[config.mk]
export PLATFORM = sky130hd
export DESIGN_NAME = rnta_ctrl
export DESIGN_NICKNAME = d
export VERILOG_FILES = /design/src/rtl/rnta_pkg.sv /design/src/rtl/rnta_ctrl.sv
export SDC_FILE = /design/constraint.sdc
export NUM_CORES = 1
export LEC_CHECK = 0
export BUFFER_PORTS_ARGS = -buffer_cell sky130_fd_sc_hd__buf_2
export CAP_MARGIN = 25
export CORE_AREA = 2 2 39 41
export DETAILED_ROUTE_END_ITERATION = 7
export DIE_AREA = 0 0 41 43
export GPL_TIMING_DRIVEN = 0
export PLACE_DENSITY = 0.3
export SLEW_MARGIN = 5
export SYNTH_ARGS = -nofsm -noshare
export SYNTH_HDL_FRONTEND = slang
export SYNTH_SLANG_ARGS = --single-unit
[constraint.sdc]
create_clock -name clk_i -period 2.4 [get_ports clk_i]
set_clock_uncertainty 0.05 [all_clocks]
set_input_delay 0 -clock clk_i [delete_from_list [all_inputs] [get_ports clk_i]]
set_output_delay 0 -clock clk_i [all_outputs]
set_load 0.02 [all_outputs]
[src/rtl/rnta_pkg.sv]
// shared types and constants of the road nearest track assign block
package rnta_pkg;

  localparam int MAX_TRACKS = 256;
  localparam int IDX_W      = $clog2(MAX_TRACKS);
  localparam int CNT_W      = $clog2(MAX_TRACKS + 1);
  localparam int POS_W      = 20;
  localparam int DIFF_W     = POS_W + 1;
  localparam int SQ_W       = 2 * POS_W + 1;
  localparam int DIST_W     = SQ_W + 1;
  localparam int LIM_W      = 44;
  localparam int TRK_W      = 8;
  localparam logic [LIM_W-1:0] ROAD_LIMIT_RST = LIM_W'(6400);

  typedef enum logic [1:0] {
    ST_IDLE,
    ST_SCAN,
    ST_COMMIT
  } rnta_state_e;

  // controller to datapath
  typedef struct packed {
    logic load;
    logic scan_en;
    logic commit;
  } rnta_cmd_t;

  // datapath to controller
  typedef struct packed {
    logic scan_done;
    logic out_busy;
  } rnta_sts_t;

  // low bits of a candidate index, zero padded to the result width
  function automatic logic [TRK_W-1:0] to_track_index(logic [IDX_W-1:0] idx);
    logic [TRK_W-1:0] res;
    res = '0;
    for (int b = 0; b < TRK_W; b++) begin
      if (b < IDX_W) begin
        res[b] = idx[b];
      end
    end
    return res;
  endfunction

endpackage

[src/rtl/rnta_ctrl.sv]
// sequencer for accept, candidate scan and commit
module rnta_ctrl
  import rnta_pkg::*;
(
  input  logic      clk_i,
  input  logic      rst_ni,
  input  logic      in_valid_i,
  output logic      in_ready_o,
  input  rnta_sts_t sts_i,
  output rnta_cmd_t cmd_o
);
  rnta_state_e state_q, state_d;

  always_ff @(posedge clk_i or negedge rst_ni) begin
    if (!rst_ni) begin
      state_q <= ST_IDLE;
    end else begin
      state_q <= state_d;
    end
  end

  always_comb begin
    state_d = state_q;
    case (state_q)
      ST_IDLE: begin
        if (in_valid_i) begin
          state_d = ST_SCAN;
        end
      end
      ST_SCAN: begin
        if (sts_i.scan_done) begin
          state_d = ST_COMMIT;
        end
      end
      ST_COMMIT: begin
        if (!sts_i.out_busy) begin
          state_d = ST_IDLE;
        end
      end
      default: state_d = ST_IDLE;
    endcase
  end

  always_comb begin
    in_ready_o    = 1'b0;
    cmd_o         = '0;
    case (state_q)
      ST_IDLE: begin
        in_ready_o = 1'b1;
        cmd_o.load = in_valid_i;
      end
      ST_SCAN: begin
        cmd_o.scan_en = 1'b1;
      end
      ST_COMMIT: begin
        cmd_o.commit = !sts_i.out_busy;
      end
      default: begin
        in_ready_o = 1'b0;
      end
    endcase
  end
endmodule

==> results of run 1 <==
worst max-delay path by stage:
stage,from,end,slack (ps),depth (start not counted)
final,state_q[0],state_q[1],1000,3
after global routing,state_q[0],state_q[1],940,3
after CTS,state_q[0],state_q[1],1000,3
after detailed placement,state_q[1],cmd_o[2],1500,3
after global placement,state_q[1],cmd_o[2],1520,3
after floorplan,state_q[1],cmd_o[2],1320,2
layout by cell type, fill, tap and decap left out:
cell type	n
a21oi_1	1
dlygate4sd3_1	4
dfrtp_1	2
nor2b_4	1
clkbuf_4	3
o2bb2ai_1	1
nor2_1	1
nand2_1	1
nand2b_1	2
nor3b_1	1
and2_1	1
buf_2	8
cell type report:
| type | count | area [um2] |
|---|---|---|
| fillers | 155 | 1150 |
| repair buffers | 12 | 80.1 |
| multi-input cells | 9 | 61.3 |
| flip-flops and latches | 2 | 50.0 |
| clock buffers | 3 | 22.5 |
| well taps | 16 | 20.0 |
logic make-up after synthesis:
| group | Yosys count | synth area share, % |
|---|---|---|
| AO/OA/AOI/OAI | 2 | 12.4 |
| flip-flops | 2 | 44.9 |
| AND/OR/NAND/NOR | 7 | 42.7 |
per-stage QoR:
step           power (uW)  utilization (%)
2_1_floorplan         156                -
3_3_place_gp          195             12.4
3_5_place_dp          199             12.4
4_1_cts               292             16.9
5_1_grt               307             16.9
6_report              283             16.9
power by group through the flow:
stage                     clock (uW)  combinational [uW]  sequential (uW)
final                           73.9                 135             74.2
after global placement             0                 122             73.2
after floorplan                    0                87.2             69.1
after global routing            77.7                 148             80.7
after CTS                       80.1                 136             75.8
after detailed placement           0                 123             76.2
metal layers:
layer / part of all wire [%] / routed length (um) / up-vias / GRT usage [%]
met3: 12 / 41 / 0 / 3.66
li1: - / - / 67 / -
met4: 0 / 0 / 0 / 8.00
met2: 44 / 147 / 9 / 5.63
met5: 0 / 0 / - / 0
met1: 44 / 147 / 57 / 6.11
==> impl_results.md, run 1 <==
* Port bufs at 8
* Routed Antenna Nets at 0
* Starting Density at 8.05%
* Ys Warns at 0
* Cts repair resizes at 0
* Combinational power share at 47.7%
* Worst min-delay path category: in2async
* Tcrit/Tclk final at 58.5%
* Share of the yosys chip area belonging to registers at 44.9%
* Worst relative slew slack at 86.7%
* Fin crit period at 1400 ps
* Worst-Skew Late Latency at 220 ps
* Synth area leaders: dfrtp_1 45%, nor2b_4 12%, nand2b_1 11%
* Dpl cells at 35
* Root Buffer: clkbuf_4
* Switching share of power at 39.7%
* Required time of the critical path at 2450 ps
* Post-synthesis area per instance at 10.1 um2
* Top-area cell type share of the netlist area at 44.9%
* Setup Viol. Count Final at 0
* Peak VDD IR at 260 uV
* Crit path kind: reg2reg
* Final Max Tran Viols at 0
* Vias at 133
* Clk network pwr share at 26.1%
* Leakage at 0.000113 uW
* Max FO, Critical Path at 6
* Worst Max-Slew Pin Slew at 199 ps
* RR Endpoint: state_q[1]
* Post-synth top cells: 2 x dfrtp_1, 2 x nand2b_1
* Grt total ovfl at 0
* GP Congestion at 0.560
* CTS tree: done
* Fraction of layout cells with a size suffix above 1 at 46.2%
* Buffers and inverters on the worst path at 1
* Initial antenna violation count at 0
* Die Wd at 41 um
* MaxCap Viol Count at 0
* Gate Count Post-Synth at 11
* Rows at 14
* Hold Buf Count CTS at 4
* Final wirelength at 337 um
* Psw at 113 uW
* Sum Neg Setup Slack at 0 ps
* Detailed Route Iter0 Violations at 0
* GRT Overall Usage at 5.62%
* Die footprint at 0.00176 mm2
* Ys async rst share at 100%
* Main synth FF type: dfrtp_1
* N_diodes at 0
* Fmax at 712 MHz
* Mapped Nets at 16
* CP arrival at 1460 ps
* R2R depth at 3
* Num Clock Sinks at 2
* First-pass GRT wire length at 565 um
* Reg2Reg Setup Slack at 1000 ps
* Mapped cell area at 111 um2
* Final worst setup slack at 995 ps
* Worst setup EP type: flop
* Worst Setup Slack post-DPL at 1500 ps
* RSZ-0062 raised after global routing: no
* Final Net Count at 33
* Largest net degree at the start of global routing at 7
* Final instance area at 234 um2
* Pwr Density at 1210 mW/mm2
* Number of global-route vias before repair at 147
* Max reg flops at 2
* Synthesized flop and latch total at 2
* R2r startpoint: state_q[0]
* Num CTS Buffers at 3
* Post-CTS setup buffer count at 0
* Reg power frac at 26.2%
* Non-Filler Instances at 42
* Unique cell type count in the Yosys netlist at 9
* CP max stage delay at 550 ps
* Pre-antenna DRT Iters at 1
* Post-synth EDFFs at 0
* Via density per instance at 3.17
* Top reg by flops: state_q
* Crit-path slowest cell: dlygate4sd3_1
* Layout area overhead at 110%
* Startpoint type of the worst setup path: flop
* Htree depth at 1
* Hold WS at 44.5 ps
* Critical-path cell list: nor2b_4, o2bb2ai_1, dlygate4sd3_1
* I/O pins at 9
* Die span in y at 43 um
* Final Hold Viols at 0
* Wire per inst at 8.02 um
* Area post-placement at 171 um2
* Leading area contributor after synthesis: dfrtp_1
* Core area at 0.00138 mm2
* Internal power at 171 uW
* CTS clk-pin slew, worst paths at 30 ps
* Drc violations at 0
* CTS max path bufs at 2
* Top Registers: state_q x2
* Cell family with most CP delay: buffers and inverters
* Run status: finished, final reports clean
Power figures use the tool's default switching activity.
==> inputs of run 2 (changes only) <==
--- a/config.mk
+++ b/config.mk
@@ -5,6 +5,7 @@
 export SDC_FILE = /design/constraint.sdc
 export NUM_CORES = 1
 export LEC_CHECK = 0
+export ABC_AREA = 1
 export BUFFER_PORTS_ARGS = -buffer_cell sky130_fd_sc_hd__buf_2
 export CAP_MARGIN = 25
 export CORE_AREA = 2 2 39 41
==> constraint.sdc (replaced) <==
create_clock -name clk_i -period 1.3 [get_ports clk_i]
set_clock_uncertainty 0.05 [all_clocks]
set_input_delay 0 -clock clk_i [delete_from_list [all_inputs] [get_ports clk_i]]
set_output_delay 0 -clock clk_i [all_outputs]
set_load 0.02 [all_outputs]
==> impl_results.md, run 2 <==
* Top-area cell type share of the netlist area at 47.1% (was 44.9%)
* Final Net Count at 37 (was 33)
* Met1 Usage GRT at 4.82% (was 6.11%)
* Initial antenna violation count at 0 (unchanged)
* GRT Overall Usage at 5.42% (was 5.62%)
* Final instance area at 229 um2 (was 234 um2)
* Worst min-delay path category: in2async (unchanged)
* Vias at 154 (was 133)
* Ys Warns at 0 (unchanged)
* Top reg by flops: state_q (unchanged)
* Most frequent cell after synthesis: inv_1
* Port bufs at 8 (unchanged)
* First-pass GRT wire length at 510 um (was 565 um)
* Grt total ovfl at 0 (unchanged)
* DP HPWL at 264 um
* Final wirelength at 338 um (was 337 um)
* Max reg flops at 2 (unchanged)
* Psw at 220 uW (was 113 uW)
* Die span in y at 43 um (unchanged)
* Tcrit/Tclk final at 87.1%
* Setup Viol. Count Final at 0 (unchanged)
* Met2 Resource Use GR at 5.63% (unchanged)
* Main synth FF type: dfrtp_1 (unchanged)
* Root Buffer: clkbuf_4 (unchanged)
* Via density per instance at 3.35 (was 3.17)
* RSZ-0062 raised after global routing: no (unchanged)
* Worst relative slew slack at 88.8% (was 86.7%)
* Die footprint at 0.00176 mm2 (unchanged)
* Fmax at 884 MHz
* Post-CTS setup buffer count at 0 (unchanged)
* CP arrival at 1080 ps (was 1460 ps)
* Run status: finished, final reports clean (unchanged)
* Synth area leaders: dfrtp_1 47%, nand3_1 14%, inv_1 14% (was dfrtp_1 45%, nor2b_4 12%, nand2b_1 11%)
* Post-synth top cells: 4 x inv_1, 3 x nand2_1, 3 x nand3_1 (was 2 x dfrtp_1, 2 x nand2b_1)
* Drc violations at 0 (unchanged)
* Top Registers: state_q x2 (unchanged)
* CTS max path bufs at 2 (unchanged)
* Num Clock Sinks at 2 (unchanged)
* Max FO, Critical Path at 5 (was 6)
* Worst Max-Slew Pin Slew at 167 ps (was 199 ps)
* Busiest grt layer: met4 (unchanged)
* Most frequent cells in the layout: 8 x buf_2, 4 x inv_1, 4 x dlygate4sd3_1 (was 8 x buf_2, 4 x dlygate4sd3_1, 3 x clkbuf_4, 2 x nand2b_1, 2 x dfrtp_1)
* Cell family with most CP delay: flip-flops (was buffers and inverters)
* Fraction of layout cells with a size suffix above 1 at 40.0% (was 46.2%)
* Reg power frac at 25.7% (was 26.2%)
* Die Wd at 41 um (unchanged)
* Wire per inst at 7.35 um (was 8.02 um)
* Unique cell type count in the Yosys netlist at 7 (was 9)
* Clk network pwr share at 27.5% (was 26.1%)
* Starting Density at 7.69% (was 8.05%)
* Core area at 0.00138 mm2 (unchanged)
* Largest net degree at the start of global routing at 6 (was 7)
* Detailed Route Iter0 Violations at 0 (unchanged)
* Power after layout at 495 uW (was 283 uW)
* Final Max Tran Viols at 0 (unchanged)
* GRT met3 Usage at 4.71% (was 3.66%)
* Leading area contributor after synthesis: dfrtp_1 (unchanged)
* Internal power at 275 uW (was 171 uW)
* I/O pins at 9 (unchanged)
* Pwr Density at 2160 mW/mm2 (was 1210 mW/mm2)
* Required time of the critical path at 1250 ps (was 2450 ps)
* CTS tree: done (unchanged)
* Worst setup EP type: primary output (was flop)
* Pre-antenna DRT Iters at 1 (unchanged)
* Final Hold Viols at 0 (unchanged)
* CP max stage delay at 410 ps (was 550 ps)
* N_diodes at 0 (unchanged)
* Post-synth EDFFs at 0 (unchanged)
* Hold Buf Count CTS at 4 (unchanged)
* Routed Antenna Nets at 0 (unchanged)
* Mapped Nets at 20 (was 16)
* Combinational power share at 46.8% (was 47.7%)
* MaxCap Viol Count at 0 (unchanged)
* Layout area overhead at 115% (was 110%)
* CTS clk-pin slew, worst paths at 30 ps (about the same)
* Critical-path cell list: nor2_2, nand2_1, inv_1, buf_2 (was nor2b_4, o2bb2ai_1, dlygate4sd3_1)
* Num CTS Buffers at 3 (unchanged)
* Number of global-route vias before repair at 137 (was 147)
* Peak VDD IR at 603 uV (was 260 uV)
* Buffers and inverters on the worst path at 2 (was 1)
* Ys async rst share at 100% (unchanged)
* Switching share of power at 44.4% (was 39.7%)
* Hold WS at 54.3 ps (was 44.5 ps)
* Worst-Skew Late Latency at 220 ps (about the same)
* Crit-path slowest cell: dfrtp_1 (was dlygate4sd3_1)
* Cts repair resizes at 0 (unchanged)
* Area post-placement at 166 um2 (was 171 um2)
* Htree depth at 1 (unchanged)
* Sum Neg Setup Slack at 0 ps (unchanged)
* Synthesized flop and latch total at 2 (unchanged)
* Mapped cell area at 106 um2 (was 111 um2)
* Commonest non-fill, non-tap cell in the layout: buf_2 (unchanged)
* Post-synthesis area per instance at 7.09 um2 (was 10.1 um2)
* GP Congestion at 0.533 (was 0.560)
* Rows at 14 (unchanged)
* Gate Count Post-Synth at 15 (was 11)
* Startpoint type of the worst setup path: flop (unchanged)
* Crit path kind: reg2out (was reg2reg)
* Fin crit period at 1130 ps
* Leakage at 0.000132 uW (was 0.000113 uW)
* Share of the yosys chip area belonging to registers at 47.1% (was 44.9%)
run 2: cell types whose count changed after synthesis:
cell       change
inv_1          +4
nand3_1        +3
nand2_1        +2
nand2b_1       -2
a21oi_1        -1
and2_1         -1
nor2_2         +1
nor2b_4        -1
nor3_1         +1
nor3b_1        -1
o2bb2ai_1      -1
run 2: through the flow:
step,worst slack [ps],cells,util [%]
3_5_place_dp,412,39,12.0
6_report,168,46,16.5
5_1_grt,84.7,46,16.5
4_1_cts,165,46,16.5
3_3_place_gp,430,39,12.0
2_1_floorplan,329,15,-
run 2: worst register-to-register path, stage by stage, from the launching register on:
cell	delay, ps
dfrtp_1	410
nor2_2	160
nand2_1	80
nand2_1	60
run 2: logic make-up after synthesis:
logic type             Yosys count  share of synthesized area [%]
and+or+nand+nor                  9                           38.8
DFF                              2                           47.1
buffers and inverters            4                           14.1
run 2: final cells by class:
| class | instances | area (um2) |
|---|---|---|
| Multi-Input combinational cell | 9 | 41.3 |
| Tap cell | 16 | 20.0 |
| Inverter | 4 | 15.0 |
| Fill cell | 161 | 1150 |
| Clock buffer | 3 | 22.5 |
| Sequential cell | 2 | 50.0 |
| Timing Repair Buffer | 12 | 80.1 |
run 2: worst paths after layout:
path	startpoint	end	slack, ps	depth (start not counted)
min in group clk_i	in_valid_i	state_q[0]	480	4
worst min-delay path	rst_ni	state_q[1]	50	2
worst min register to register	state_q[1]	state_q[1]	530	2
worst max-delay path	state_q[0]	cmd_o[2]	170	4
worst max register to register	state_q[0]	state_q[0]	470	3
max in group asynchronous	rst_ni	state_q[0]	1050	2
run 2: metal layers:
| metal | up-vias | share of wire (%) |
|---|---|---|
| met3 | 0 | 13 |
| met4 | 0 | 0 |
| li1 | 77 | - |
| met1 | 68 | 50 |
| met5 | - | 0 |
| met2 | 9 | 37 |
run 2: power groups by stage:
| stage | Clock (uW) | Sequential, uW | Combinational [uW] |
|---|---|---|---|
| floorplan | 0 | 121 | 149 |
| global placement | 0 | 124 | 219 |
| detailed placement | 0 | 127 | 223 |
| CTS | 147 | 127 | 232 |
| global route | 148 | 131 | 263 |
| finish | 136 | 127 | 232 |
==> inputs of run 3 (changes only) <==
--- a/config.mk
+++ b/config.mk
@@ -5,7 +5,7 @@
 export SDC_FILE = /design/constraint.sdc
 export NUM_CORES = 1
 export LEC_CHECK = 0
-export ABC_AREA = 1
+export ABC_AREA = 0
 export BUFFER_PORTS_ARGS = -buffer_cell sky130_fd_sc_hd__buf_2
 export CAP_MARGIN = 25
 export CORE_AREA = 2 2 39 41
==> impl_results.md, run 3 (same netlist as run 1, synthesis figures left out) <==
* Final Hold Viols at 0 (unchanged)
* CTS clk-pin slew, worst paths at 30 ps (about the same)
* Reg2Reg Setup Slack at 440 ps (was 470 ps)
* Num Clock Sinks at 2 (unchanged)
* R2r startpoint: state_q[0] (unchanged)
* Crit-path slowest cell: dfrtp_1 (unchanged)
* Hold WS at 44.5 ps (was 54.3 ps)
* RR Endpoint: state_q[1] (was state_q[0])
* Fin crit period at 1110 ps (was 1130 ps)
* Peak VDD IR at 486 uV (was 603 uV)
* Top Registers: state_q x2 (unchanged)
* Final wirelength at 350 um (was 338 um)
* Met2 wire length at 151 um (was 125 um)
* Buffers and inverters on the worst path at 1 (was 2)
* Cell family with most CP delay: flip-flops (unchanged)
* Fraction of layout cells with a size suffix above 1 at 46.2% (was 40.0%)
* Number of global-route vias before repair at 153 (was 137)
* Commonest non-fill, non-tap cell in the layout: buf_2 (unchanged)
* GP Congestion at 0.560 (was 0.533)
* Drc violations at 0 (unchanged)
* Max FO, Critical Path at 6 (was 5)
* Detailed Route Iter0 Violations at 1 (was 0)
* Run status: finished, final reports clean (unchanged)
* Rows at 14 (unchanged)
* M1 wire length at 156 um (was 168 um)
* Most frequent cells in the layout: 8 x buf_2, 4 x dlygate4sd3_1, 3 x clkbuf_4, 2 x nand2b_1, 2 x dfrtp_1 (was 8 x buf_2, 4 x inv_1, 4 x dlygate4sd3_1)
* Die Wd at 41 um (unchanged)
* WP depth at 3 (was 4)
* Grt total ovfl at 0 (unchanged)
* CTS max path bufs at 2 (unchanged)
* RSZ-0062 raised after global routing: no (unchanged)
* Num CTS Buffers at 3 (unchanged)
* Final Max Tran Viols at 0 (unchanged)
* Port bufs at 8 (unchanged)
* Worst setup EP type: primary output (unchanged)
* Met3 wire len at 41 um (was 45 um)
* Cts repair resizes at 0 (unchanged)
* Leakage at 0.000112 uW (was 0.000132 uW)
* Root Buffer: clkbuf_4 (unchanged)
* GRT Overall Usage at 5.82% (was 5.42%)
* Wire per inst at 8.33 um (was 7.35 um)
* First-pass GRT wire length at 586 um (was 510 um)
* Sum Neg Setup Slack at 0 ps (unchanged)
* I/O pins at 9 (unchanged)
* CP endpoint: cmd_o[2] (unchanged)
* Worst-Skew Late Latency at 220 ps (about the same)
* CP arrival at 1060 ps (was 1080 ps)
* Initial antenna violation count at 0 (unchanged)
* R2R depth at 2 (was 3)
* Crit path kind: reg2out (unchanged)
* Htree depth at 1 (unchanged)
* Setup Viol. Count Final at 0 (unchanged)
* DR top layer: met3 (unchanged)
* Die footprint at 0.00176 mm2 (unchanged)
* Largest net degree at the start of global routing at 7 (was 6)
* Pre-antenna DRT Iters at 2 (was 1)
* Fmax at 900 MHz (was 884 MHz)
* N_diodes at 0 (unchanged)
* Required time of the critical path at 1250 ps (about the same)
* Core area at 0.00138 mm2 (unchanged)
* Pwr Density at 2170 mW/mm2 (was 2160 mW/mm2)
* Top reg by flops: state_q (unchanged)
* Final Util at 16.9% (was 16.5%)
* Worst Max-Slew Pin Slew at 203 ps (was 167 ps)
* Worst min-delay path category: in2async (unchanged)
* Routed Antenna Nets at 0 (unchanged)
* Vias at 134 (was 154)
* CTS tree: done (unchanged)
* CP max stage delay at 420 ps (was 410 ps)
* Critical Path Start: state_q[0] (unchanged)
* Startpoint type of the worst setup path: flop (unchanged)
* Via density per instance at 3.19 (was 3.35)
* Worst Setup Slack post-DPL at 401 ps (was 412 ps)
* Max reg flops at 2 (unchanged)
* Final worst setup slack at 189 ps (was 168 ps)
* Tcrit/Tclk final at 85.5% (was 87.1%)
* Worst relative slew slack at 86.5% (was 88.8%)
* Die span in y at 43 um (unchanged)
* Critical-path cell list: nor2_1, and2_1, buf_2 (was nor2_2, nand2_1, inv_1, buf_2)
* Layout area overhead at 110% (was 115%)
* MaxCap Viol Count at 0 (unchanged)
* Final Net Count at 33 (was 37)
* Starting Density at 8.05% (was 7.69%)
[run 3: how the worst min path moves through the flow]
stage / cells past startpoint / endpoint / start
floorplan: 0 / state_q[0] / rst_ni
global placement: 1 / state_q[0] / rst_ni
detailed placement: 1 / state_q[0] / rst_ni
CTS: 2 / state_q[0] / rst_ni
global route: 2 / state_q[0] / rst_ni
finish: 2 / state_q[0] / rst_ni
[run 3: repair_timing]
action | in CTS | in global routing
setup buffers | 0 | 0
hold buffers | 4 | 0
endpoints found under the hold margin | 4 | 0
[run 3: per-layer routing]
| metal | vias up | GRT usage [%] |
|---|---|---|
| met2 | 9 | 6.25 |
| met3 | 0 | 3.66 |
| met4 | 0 | 8.00 |
| met5 | - | 0 |
| li1 | 68 | - |
| met1 | 57 | 6.11 |
[run 3: cell type report]
type	instances	area (um2)
Clock buffer	3	22.5
Sequential cell	2	50.0
Tap cell	16	20.0
Multi-Input combinational cell	9	61.3
Timing Repair Buffer	12	80.1
Fill cell	154	1150
[run 3: through the flow]
step           cell area (um2)  total power, uW  cells
6_report                   234              508     42
4_1_cts                    234              524     42
5_1_grt                    234              549     42
2_1_floorplan              111              289     11
3_5_place_dp               171              367     35
3_3_place_gp               171              360     35
[run 3: power by group]
group	internal (uW)	switching, uW
logic	108	126
registers	91.3	46.9
clock network	102	34.3
total	301	207
